**config.mk**
```make
export PLATFORM = sky130hd
export DESIGN_NAME = cprm_ctrl
export DESIGN_NICKNAME = d
export VERILOG_FILES = /design/src/hdl/cprm_pkg.sv /design/src/hdl/cprm_ctrl.sv
export SDC_FILE = /design/constraint.sdc
export NUM_CORES = 1
export LEC_CHECK = 0
export ABC_AREA = 1
export BUFFER_PORTS_ARGS = -buffer_cell sky130_fd_sc_hd__buf_2
export CAP_MARGIN = 10
export CORE_AREA = 2 2 39 41
export DETAILED_ROUTE_END_ITERATION = 8
export DIE_AREA = 0 0 41 43
export PLACE_DENSITY = 0.59
export SLEW_MARGIN = 20
export SYNTH_ARGS = -nofsm -noshare
export SYNTH_HDL_FRONTEND = slang
export SYNTH_SLANG_ARGS = --single-unit
```
**constraint.sdc**
```tcl
create_clock -name aclk -period 1.11 [get_ports aclk]
set_input_delay 0.1665 -clock aclk [delete_from_list [all_inputs] [get_ports aclk]]
set_output_delay 0.1665 -clock aclk [all_outputs]
set_load 0.02 [all_outputs]
```
**src/hdl/cprm_pkg.sv**
```systemverilog
// Shared constants, command codes, state type and control structs for the tachometer.
package cprm_pkg;

    localparam int AVG_DEPTH      = 200;
    localparam int OVERFLOW_LIMIT = 50;
    localparam int RING_AW        = $clog2(AVG_DEPTH);
    localparam int CNT_W          = $clog2(AVG_DEPTH + 1);
    localparam int RES_W          = 34;
    localparam int SUM_W          = 42;
    localparam int PER_W          = 22;
    localparam int OVF_W          = 6;
    localparam int CAP_W          = 16;
    localparam int PPR_W          = 16;
    localparam int NUM_W          = 42;
    localparam int DEN_W          = PER_W + PPR_W;

    localparam logic [NUM_W-1:0] RPM_NUM  = NUM_W'(64'd15360000000);
    localparam logic [NUM_W-1:0] FREQ_NUM = NUM_W'(64'd256000000);

    localparam logic [2:0] CMD_OVERFLOW  = 3'd0;
    localparam logic [2:0] CMD_CAPTURE   = 3'd1;
    localparam logic [2:0] CMD_READ_RPM  = 3'd2;
    localparam logic [2:0] CMD_READ_AVG  = 3'd3;
    localparam logic [2:0] CMD_READ_FREQ = 3'd4;
    localparam logic [2:0] CMD_CLEAR_AVG = 3'd5;

    localparam logic REG_ENABLE = 1'b0;
    localparam logic REG_PPR    = 1'b1;

    typedef enum logic [3:0] {
        ST_IDLE,
        ST_DECODE,
        ST_MUL,
        ST_DIV1,
        ST_WAIT1,
        ST_RING,
        ST_DIV2,
        ST_WAIT2,
        ST_FINISH
    } state_t;

    typedef struct packed {
        logic in_ready;
        logic load_item;
        logic clear_result;
        logic exec_event;
        logic mul_en;
        logic div_start;
        logic div_sel_avg;
        logic take_quot;
        logic ring_upd;
        logic avg_result;
        logic out_load;
    } ctrl_cmd_t;

    typedef struct packed {
        logic [2:0] cmd;
        logic       rpm_ok;
        logic       freq_ok;
        logic       div_done;
        logic       out_free;
    } dp_status_t;

endpackage

```
**src/hdl/cprm_ctrl.sv**
```systemverilog
// Controller state machine sequencing each request through the datapath.
module cprm_ctrl (
    input  logic                  aclk,
    input  logic                  aresetn,
    input  logic                  in_valid,
    input  cprm_pkg::dp_status_t  status,
    output cprm_pkg::ctrl_cmd_t   ctrl
);
    import cprm_pkg::*;

    state_t state_reg, state_next;

    always_comb begin
        state_next = state_reg;
        case (state_reg)
            ST_IDLE: begin
                if (in_valid) begin
                    state_next = ST_DECODE;
                end
            end
            ST_DECODE: begin
                if ((status.cmd == CMD_READ_RPM || status.cmd == CMD_READ_AVG) &&
                    status.rpm_ok) begin
                    state_next = ST_MUL;
                end else if (status.cmd == CMD_READ_FREQ && status.freq_ok) begin
                    state_next = ST_DIV1;
                end else begin
                    state_next = ST_FINISH;
                end
            end
            ST_MUL:   state_next = ST_DIV1;
            ST_DIV1:  state_next = ST_WAIT1;
            ST_WAIT1: begin
                if (status.div_done) begin
                    state_next = (status.cmd == CMD_READ_AVG) ? ST_RING : ST_FINISH;
                end
            end
            ST_RING:  state_next = ST_DIV2;
            ST_DIV2:  state_next = ST_WAIT2;
            ST_WAIT2: begin
                if (status.div_done) begin
                    state_next = ST_FINISH;
                end
            end
            ST_FINISH: begin
                if (status.out_free) begin
                    state_next = ST_IDLE;
                end
            end
            default:  state_next = ST_IDLE;
        endcase
    end

    always_comb begin
        ctrl = '0;
        case (state_reg)
            ST_IDLE: begin
                ctrl.in_ready  = 1'b1;
                ctrl.load_item = in_valid;
            end
            ST_DECODE: begin
                ctrl.clear_result = 1'b1;
                ctrl.exec_event   = 1'b1;
            end
            ST_MUL:   ctrl.mul_en = 1'b1;
            ST_DIV1:  ctrl.div_start = 1'b1;
            ST_WAIT1: ctrl.take_quot = status.div_done;
            ST_RING:  ctrl.ring_upd = 1'b1;
            ST_DIV2: begin
                ctrl.div_start   = 1'b1;
                ctrl.div_sel_avg = 1'b1;
            end
            ST_WAIT2: begin
                ctrl.div_sel_avg = 1'b1;
                ctrl.avg_result  = status.div_done;
            end
            ST_FINISH: ctrl.out_load = status.out_free;
            default: begin
            end
        endcase
    end

    always_ff @(posedge aclk) begin
        if (!aresetn) begin
            state_reg <= ST_IDLE;
        end else begin
            state_reg <= state_next;
        end
    end

    a_done_in_wait: assert property (@(posedge aclk) disable iff (!aresetn)
        status.div_done |-> (state_reg == ST_WAIT1 || state_reg == ST_WAIT2))
        else $error("divider finished outside a wait state");

    a_load_free: assert property (@(posedge aclk) disable iff (!aresetn)
        ctrl.out_load |-> status.out_free)
        else $error("result loaded over an untaken result");

    a_ring_avg: assert property (@(posedge aclk) disable iff (!aresetn)
        ctrl.ring_upd |-> status.cmd == CMD_READ_AVG)
        else $error("ring updated for a request other than averaged read");

    a_accept_busy: assert property (@(posedge aclk) disable iff (!aresetn)
        ctrl.load_item |=> !ctrl.in_ready)
        else $error("request accepted while another is in work");

endmodule
```
==> results.txt, run 1 <==
----------------------------------------------------
[Final layout]
  Layout cell share with drive strength beyond 1 ... 63.1%
  Count of inserted antenna diode cells ... 0
  Max FFs per register ... 4
  Number of non-filler instances in the completed layout ... 127
  Final net count ... roughly 120
  Signed area change from the synthesized netlist to the final layout ... 89.9%

[Synthesis]
  Number of warning messages in the yosys log ... 0
  Post-synth EDFFs ... 0
  Netlist area before placement ... 434 um^2
  Seq/Total Area, Yosys ... 18.4%
  Top post-synthesis cells by area ... dfxtp_1 (18%), nand2_1 (16%), inv_1 (12%), nand3_1 (10%), nor2_1 (9.5%)
  Cell taking the most area after synthesis ... dfxtp_1
  Portion of synthesized cell area occupied by the leading cell type ... 18.4%
  Count leader, synth ... nand2_1
  Top cells by instance count after synthesis ... nand2_1 (18), inv_1 (14), nor2_1 (11)
  Share of flip-flops with an asynchronous set or reset after synthesis ... 0%
  Count of different cell masters after synthesis ... 16
  Net count after synthesis ... 88
  Most used flip-flop cell after synthesis ... dfxtp_1
  Synthesized area per cell ... 5.57 um^2
  Flop and latch count out of synthesis ... 4
  Mapped Cells ... 78

[Clock tree]
  Root Driver ... clkbuf_4
  Total clock buffers created by CTS ... 3
  Number of clock sinks ... 4
  CTS clock-pin slew for the worst setup and hold paths ... 0.04 ns
  Maximum clock path buffer count ... 2
  Number of levels the H-tree was split into ... 1
  Clock tree from TritonCTS ... yes
  Worst skew pair latency ... 0.23 ns

[Setup path]
  Depth of the worst register-to-register path ... 9
  Type of destination of the critical path ... output port
  Data arrival time of the worst path ... roughly 1.2 ns
  Startpoint of the worst register-to-register path ... state_reg[3]$_SDFFE_PN0P_
  R2r endpoint ... state_reg[2]$_SDFFE_PN0P_
  Required time at the endpoint of the critical path ... 0.94 ns
  Reg2Reg Setup Slack ... -0.14 ns
  Maximum fanout count along the critical path ... 5
  CP Launch Point ... state_reg[2]$_SDFFE_PN0P_
  Type of origin of the critical path ... flop
  Critical path class ... flop to output port
  End of the critical path ... ctrl[0]

[Floorplan]
  Die X ... 41 um
  Area of the die ... around 1800 um^2
  Core Box Area ... 1380 um^2
  Total I/O pin count ... 21
  Placement row count ... 14
  Height of the die ... 43 um
  Starting density of the core ... 31.4%

[Global routing]
  Total grt overflow ... 0
  Global-route wire length before repair ... 1900 um
  Maximum number of pins on one net before global-route repair ... 6
  Via count of the first global-routing pass ... 523
  Total routing usage reported by global routing ... 15.9%
  Antenna violations before repair ... 0

[STA]
  Number of setup violations in the final report ... 15
  Unrepaired setup endpoints after global routing ... yes
  Post-route clock period utilization ... 120%
  Fmax achieved ... roughly 750 MHz
  Post-route clock skew ... 0.000365 ns
  Transition time at the pin with the least slew margin ... between 0.15 and 0.2 ns
  Post-layout minimum cycle time ... 1.33 ns
  Final slew viol count ... 0
  Worst setup margin ... -0.218 ns
  Slew margin rel. ... 87.6%
  Final hold viol count ... 0

[Route]
  Routed WL per cell ... 10.7 um
  DR vias ... ~600
  Initial drt markers ... 7
  Total met2 wirelength after detailed routing ... 770 um
  Length of routed met3 wiring ... 57 um
  Highest routed layer ... met4
  Post-route antenna net violation count ... 0
  First-pass iteration count of the detailed router ... 4
  Total wire length ... 1350 um
  Vias per Instance ... 4.73
  M1 wire length ... around 480 um
  DRC errors left ... 0

[Placement]
  Buffers added on ports ... 20
  Number of cells after detailed placement ... 114
  Gp weighted congestion ... 0.760
  HPWL reported at the end of detailed placement ... 890 um

[Power]
  Static power due to leakage ... 0.438 nW
  Power density of the placed cells ... 997 nW/um^2
  Total power ... a little over 800 uW
  Worst vdd ir ... 541 uV

[Job]
  Max-capacitance violation count ... 0

[Outcome]
  Status ... finished with violations
  Violations in the final reports ... setup timing

[Min path]
  Worst hold path type ... input pin to flop

----------------------------------------------------
==> routing by layer <==
metal | global-route usage [%] | up-vias
li1 | - | 302
met1 | 16.1 | 273
met2 | 27.2 | 22
met3 | 1.57 | 4
met4 | 12.0 | 0
met5 | 0 | -
==> layout make-up <==
type	count	area [um^2]
timing repair buffer	31	251
sequential	4	95.1
inverter	18	75.1
clock buffer	3	22.5
fill	125	559
tap	16	20.0
multi-input combinational	55	360
==> worst min path at each step <==
stage,depth (start not counted),to,startpoint,slack [ns]
after floorplan,2,state_reg[1]$_SDFFE_PN0P_,aresetn,0.26
after global placement,3,state_reg[1]$_SDFFE_PN0P_,aresetn,0.37
after detailed placement,3,state_reg[1]$_SDFFE_PN0P_,aresetn,0.37
after CTS,3,state_reg[1]$_SDFFE_PN0P_,aresetn,0.13
after global routing,3,state_reg[1]$_SDFFE_PN0P_,aresetn,0.15
final,3,state_reg[1]$_SDFFE_PN0P_,aresetn,0.14
==> where the power goes <==
part / switching (mW) / internal, mW
Sequential: 0.0274 / 0.159
Combinational: 0.242 / 0.217
Clock: 0.0554 / 0.121
Total: 0.325 / 0.497
==> metrics by stage <==
| step | instance area [um^2] | setup TNS [ns] | utilization, % | hold WS (ns) | setup WS (ns) |
|---|---|---|---|---|---|
| after floorplan | 443 | -0.0215 | - | 0.264 | -0.0215 |
| after global placement | 563 | -0.218 | 40.7 | 0.367 | -0.0621 |
| after detailed placement | 563 | -0.237 | 40.7 | 0.374 | -0.0619 |
| after CTS | 699 | -1.65 | 50.5 | 0.132 | -0.227 |
| after global routing | 825 | -2.73 | 59.6 | 0.151 | -0.270 |
| final | 825 | -1.94 | 59.6 | 0.140 | -0.218 |
==> cell usage in the layout (no fill, tap or decap), drive strengths merged <==
cell / n
clkbuf: 3
nand4: 1
dfxtp: 4
nor2: 15
nand2: 23
buf: 31
inv: 18
nor4: 1
nand3: 10
nand3b: 1
a21oi: 4
==> cell families (layout without fill, tap and decap cells) <==
logic type             after synthesis  in the layout  synth area share (%)
buffers and inverters               19             52                  17.3
DFF                                  4              4                  18.4
and+or+nand+nor                     51             51                  58.8
AOI/OAI and AO/OA                    4              4                  5.47
==> worst max-delay path: stages, from the launching register on <==
cell	delay, ns
dfxtp_4	0.37
buf_4	0.14
nor4_4	0.25
buf_4	0.17
==> what timing repair did <==
| item | in CTS | in global routing |
|---|---|---|
| gates cloned | 0 | 0 |
| setup buffers | 7 | 3 |
| gates resized for setup | 25 | 29 |
| hold buffers | 0 | 0 |
| setup endpoints to repair | 14 | 15 |
| pin swaps | 4 | 9 |
Note: power is estimated with default switching activity, not from simulation.
==> run 2, diff against run 1 <==
--- a/config.mk
+++ b/config.mk
@@ -7,11 +7,11 @@
 export LEC_CHECK = 0
 export ABC_AREA = 1
 export BUFFER_PORTS_ARGS = -buffer_cell sky130_fd_sc_hd__buf_2
-export CAP_MARGIN = 10
 export CORE_AREA = 2 2 39 41
+export CTS_CLUSTER_DIAMETER = 60
 export DETAILED_ROUTE_END_ITERATION = 8
 export DIE_AREA = 0 0 41 43
-export PLACE_DENSITY = 0.59
+export PLACE_DENSITY = 0.65
 export SLEW_MARGIN = 20
 export SYNTH_ARGS = -nofsm -noshare
 export SYNTH_HDL_FRONTEND = slang
==> run 2 against run 1 <==
Net effect:
- the flow still finishes with violations (setup timing)
- final area down 3.9%
- total power down 3.0%
- sequential share of layout area up 0.47 points
==> results.txt, run 2 (synthesized netlist as in run 1, its figures left out) <==
----------------------------------------------------
[Final layout]
  Number of non-filler instances in the completed layout ... 125 (-1.6%)
  Most used cells in the layout excluding fill and tap cells ... inv_1 (13), nand2_1 (12), buf_2 (11), buf_6 (11)
  Layout filler cell count ... 130 (+4.0%)
  Signed area change from the synthesized netlist to the final layout ... 82.4%
  Footprint of the multi-input gates ... 348 um^2 (-3.5%)
  Count of inserted antenna diode cells ... 0 (unchanged)
  Final net count ... 121 (-1.6%)
  Layout cell share with drive strength beyond 1 ... 59.6% (-3.4 points)
  Leading cell type in the layout, fill and taps excluded ... inv_1
  Max FFs per register ... 4 (unchanged)
  FF/Latch Area ... 95.1 um^2 (unchanged)
  Area of all placed cells without fillers ... 792 um^2 (-3.9%)
  Final core area utilization ... 57.2% (-2.4 points)

[STA]
  Final slew viol count ... 0 (unchanged)
  Worst hold slack ... 0.133 ns (-0.00709 ns)
  Post-route clock period utilization ... 119% (-0.79 points)
  Final hold viol count ... 0 (unchanged)
  Post-route clock skew ... 0.000330 ns (-0.0000356 ns)
  Slew margin rel. ... 84.4% (-3.1 points)
  Fmax achieved ... 758 MHz (+0.66%)
  Setup TNS after final layout ... -1.73 ns (+0.202 ns)
  Number of setup violations in the final report ... 14 (-1)
  Unrepaired setup endpoints after global routing ... yes
  Transition time at the pin with the least slew margin ... 0.233 ns (+0.0470 ns)
  Post-layout minimum cycle time ... 1.32 ns (-0.00877 ns)
  Worst setup margin ... -0.209 ns (+0.00877 ns)

[Floorplan]
  Total I/O pin count ... 21 (unchanged)
  Core Box Area ... 1380 um^2 (unchanged)
  Placement row count ... 14 (unchanged)
  Starting density of the core ... 31.4% (unchanged)
  Die X ... 41 um (unchanged)
  Height of the die ... 43 um (unchanged)
  Area of the die ... 1760 um^2 (unchanged)

[Setup path]
  Required time at the endpoint of the critical path ... 0.94 ns (about the same)
  Data arrival time of the worst path ... 1.15 ns (about the same)
  Critical path class ... flop to output port
  Reg2Reg Setup Slack ... -0.12 ns (+0.02 ns)
  Type of destination of the critical path ... output port
  Cell-by-cell listing of the critical path ... inv_4 > nor2_4 > nand2_2 > nor2_2 > buf_6
  Type of origin of the critical path ... flop
  Delay of the slowest critical-path stage ... 0.38 ns (about the same)
  Maximum fanout count along the critical path ... 5 (unchanged)
  Critical Path Slowest Stage Cell ... dfxtp_4

[Placement]
  Number of cells after detailed placement ... 114 (unchanged)
  Gp weighted congestion ... 0.796 (+4.7%)
  HPWL reported at the end of detailed placement ... 875 um (-1.6%)
  Area after detailed placement ... 563 um^2 (unchanged)
  Buffers added on ports ... 20 (unchanged)
  Dpl ws ... -0.0471 ns (+0.0148 ns)

[Route]
  Routed WL per cell ... 10.1 um (-5.5%)
  Vias per Instance ... 4.55 (-3.8%)
  DR vias ... 569 (-5.3%)
  Post-route antenna net violation count ... 0 (unchanged)
  First-pass iteration count of the detailed router ... 2 (-2)
  DRC errors left ... 0 (unchanged)
  Initial drt markers ... 3 (-4)
  Total wire length ... 1260 um (-7.0%)

[Outcome]
  Violations in the final reports ... setup timing
  Status ... finished with violations

[Clock tree]
  CTS clock-pin slew for the worst setup and hold paths ... 0.04 ns (about the same)
  Number of clock sinks ... 4 (unchanged)
  Hold-fix buffers at CTS ... 0 (unchanged)
  Maximum clock path buffer count ... 2 (unchanged)
  Root Driver ... clkbuf_4
  Total clock buffers created by CTS ... 3 (unchanged)
  Worst skew pair latency ... 0.23 ns (about the same)
  Number of levels the H-tree was split into ... 1 (unchanged)
  Clock tree from TritonCTS ... yes

[Global routing]
  Total grt overflow ... 0 (unchanged)
  Maximum number of pins on one net before global-route repair ... 6 (unchanged)
  Via count of the first global-routing pass ... 462 (-12%)
  Antenna violations before repair ... 0 (unchanged)
  Global-route wire length before repair ... 1820 um (-4.4%)
  Total routing usage reported by global routing ... 15.1% (-0.80 points)

[Power]
  Static power due to leakage ... 0.424 nW (-3.0%)
  Total power ... 798 uW (-3.0%)
  Worst vdd ir ... 597 uV (+10%)
  Power density of the placed cells ... 1010 nW/um^2 (+1.0%)

[Job]
  Max-capacitance violation count ... 0 (unchanged)

[Min path]
  Worst hold path type ... input pin to flop

----------------------------------------------------
-- run 2: area by class of cell --
type / count / share of cell area [%]
multi-input combinational: 55 / 43.9
timing repair buffer: 29 / 29.2
sequential: 4 / 12.0
inverter: 18 / 9.48
clock buffer: 3 / 2.84
tap: 16 / 2.53
-- run 2: final timing paths --
kind	start	to	cells past startpoint
max	state_reg[2]$_SDFFE_PN0P_	ctrl[1]	5
min	aresetn	state_reg[1]$_SDFFE_PN0P_	3
max reg2reg	state_reg[2]$_SDFFE_PN0P_	state_reg[3]$_SDFFE_PN0P_	8
min reg2reg	state_reg[3]$_SDFFE_PN0P_	state_reg[0]$_SDFFE_PN0P_	3
-- run 2: worst max-delay path, delay by kind of cell, from the launching register on --
| family | cells | cell delay [ns] |
|---|---|---|
| AND/OR/NAND/NOR | 3 | 0.37 |
| flip-flops | 1 | 0.38 |
| buffers and inverters | 2 | 0.17 |
-- run 2: routing by layer --
metal | share of wire [%] | track usage, % | vias to the layer above
li1 | - | - | 299
met1 | 42 | 18.0 | 262
met2 | 56 | 24.7 | 8
met3 | 2.2 | 3.14 | 0
met4 | 0 | 6.00 | 0
met5 | 0 | 0 | -
-- run 2: report_power, final --
group / internal (mW) / total, mW / switching, mW
registers: 0.159 / 0.186 / 0.0275
clock network: 0.121 / 0.174 / 0.0538
logic: 0.203 / 0.437 / 0.234
-- run 2: timing repair --
item                       in CTS  in global routing
pin swaps                       5                 12
buffers inserted                6                  2
setup endpoints to repair      14                 15
gates cloned                    0                  0
gates resized for setup        28                 20
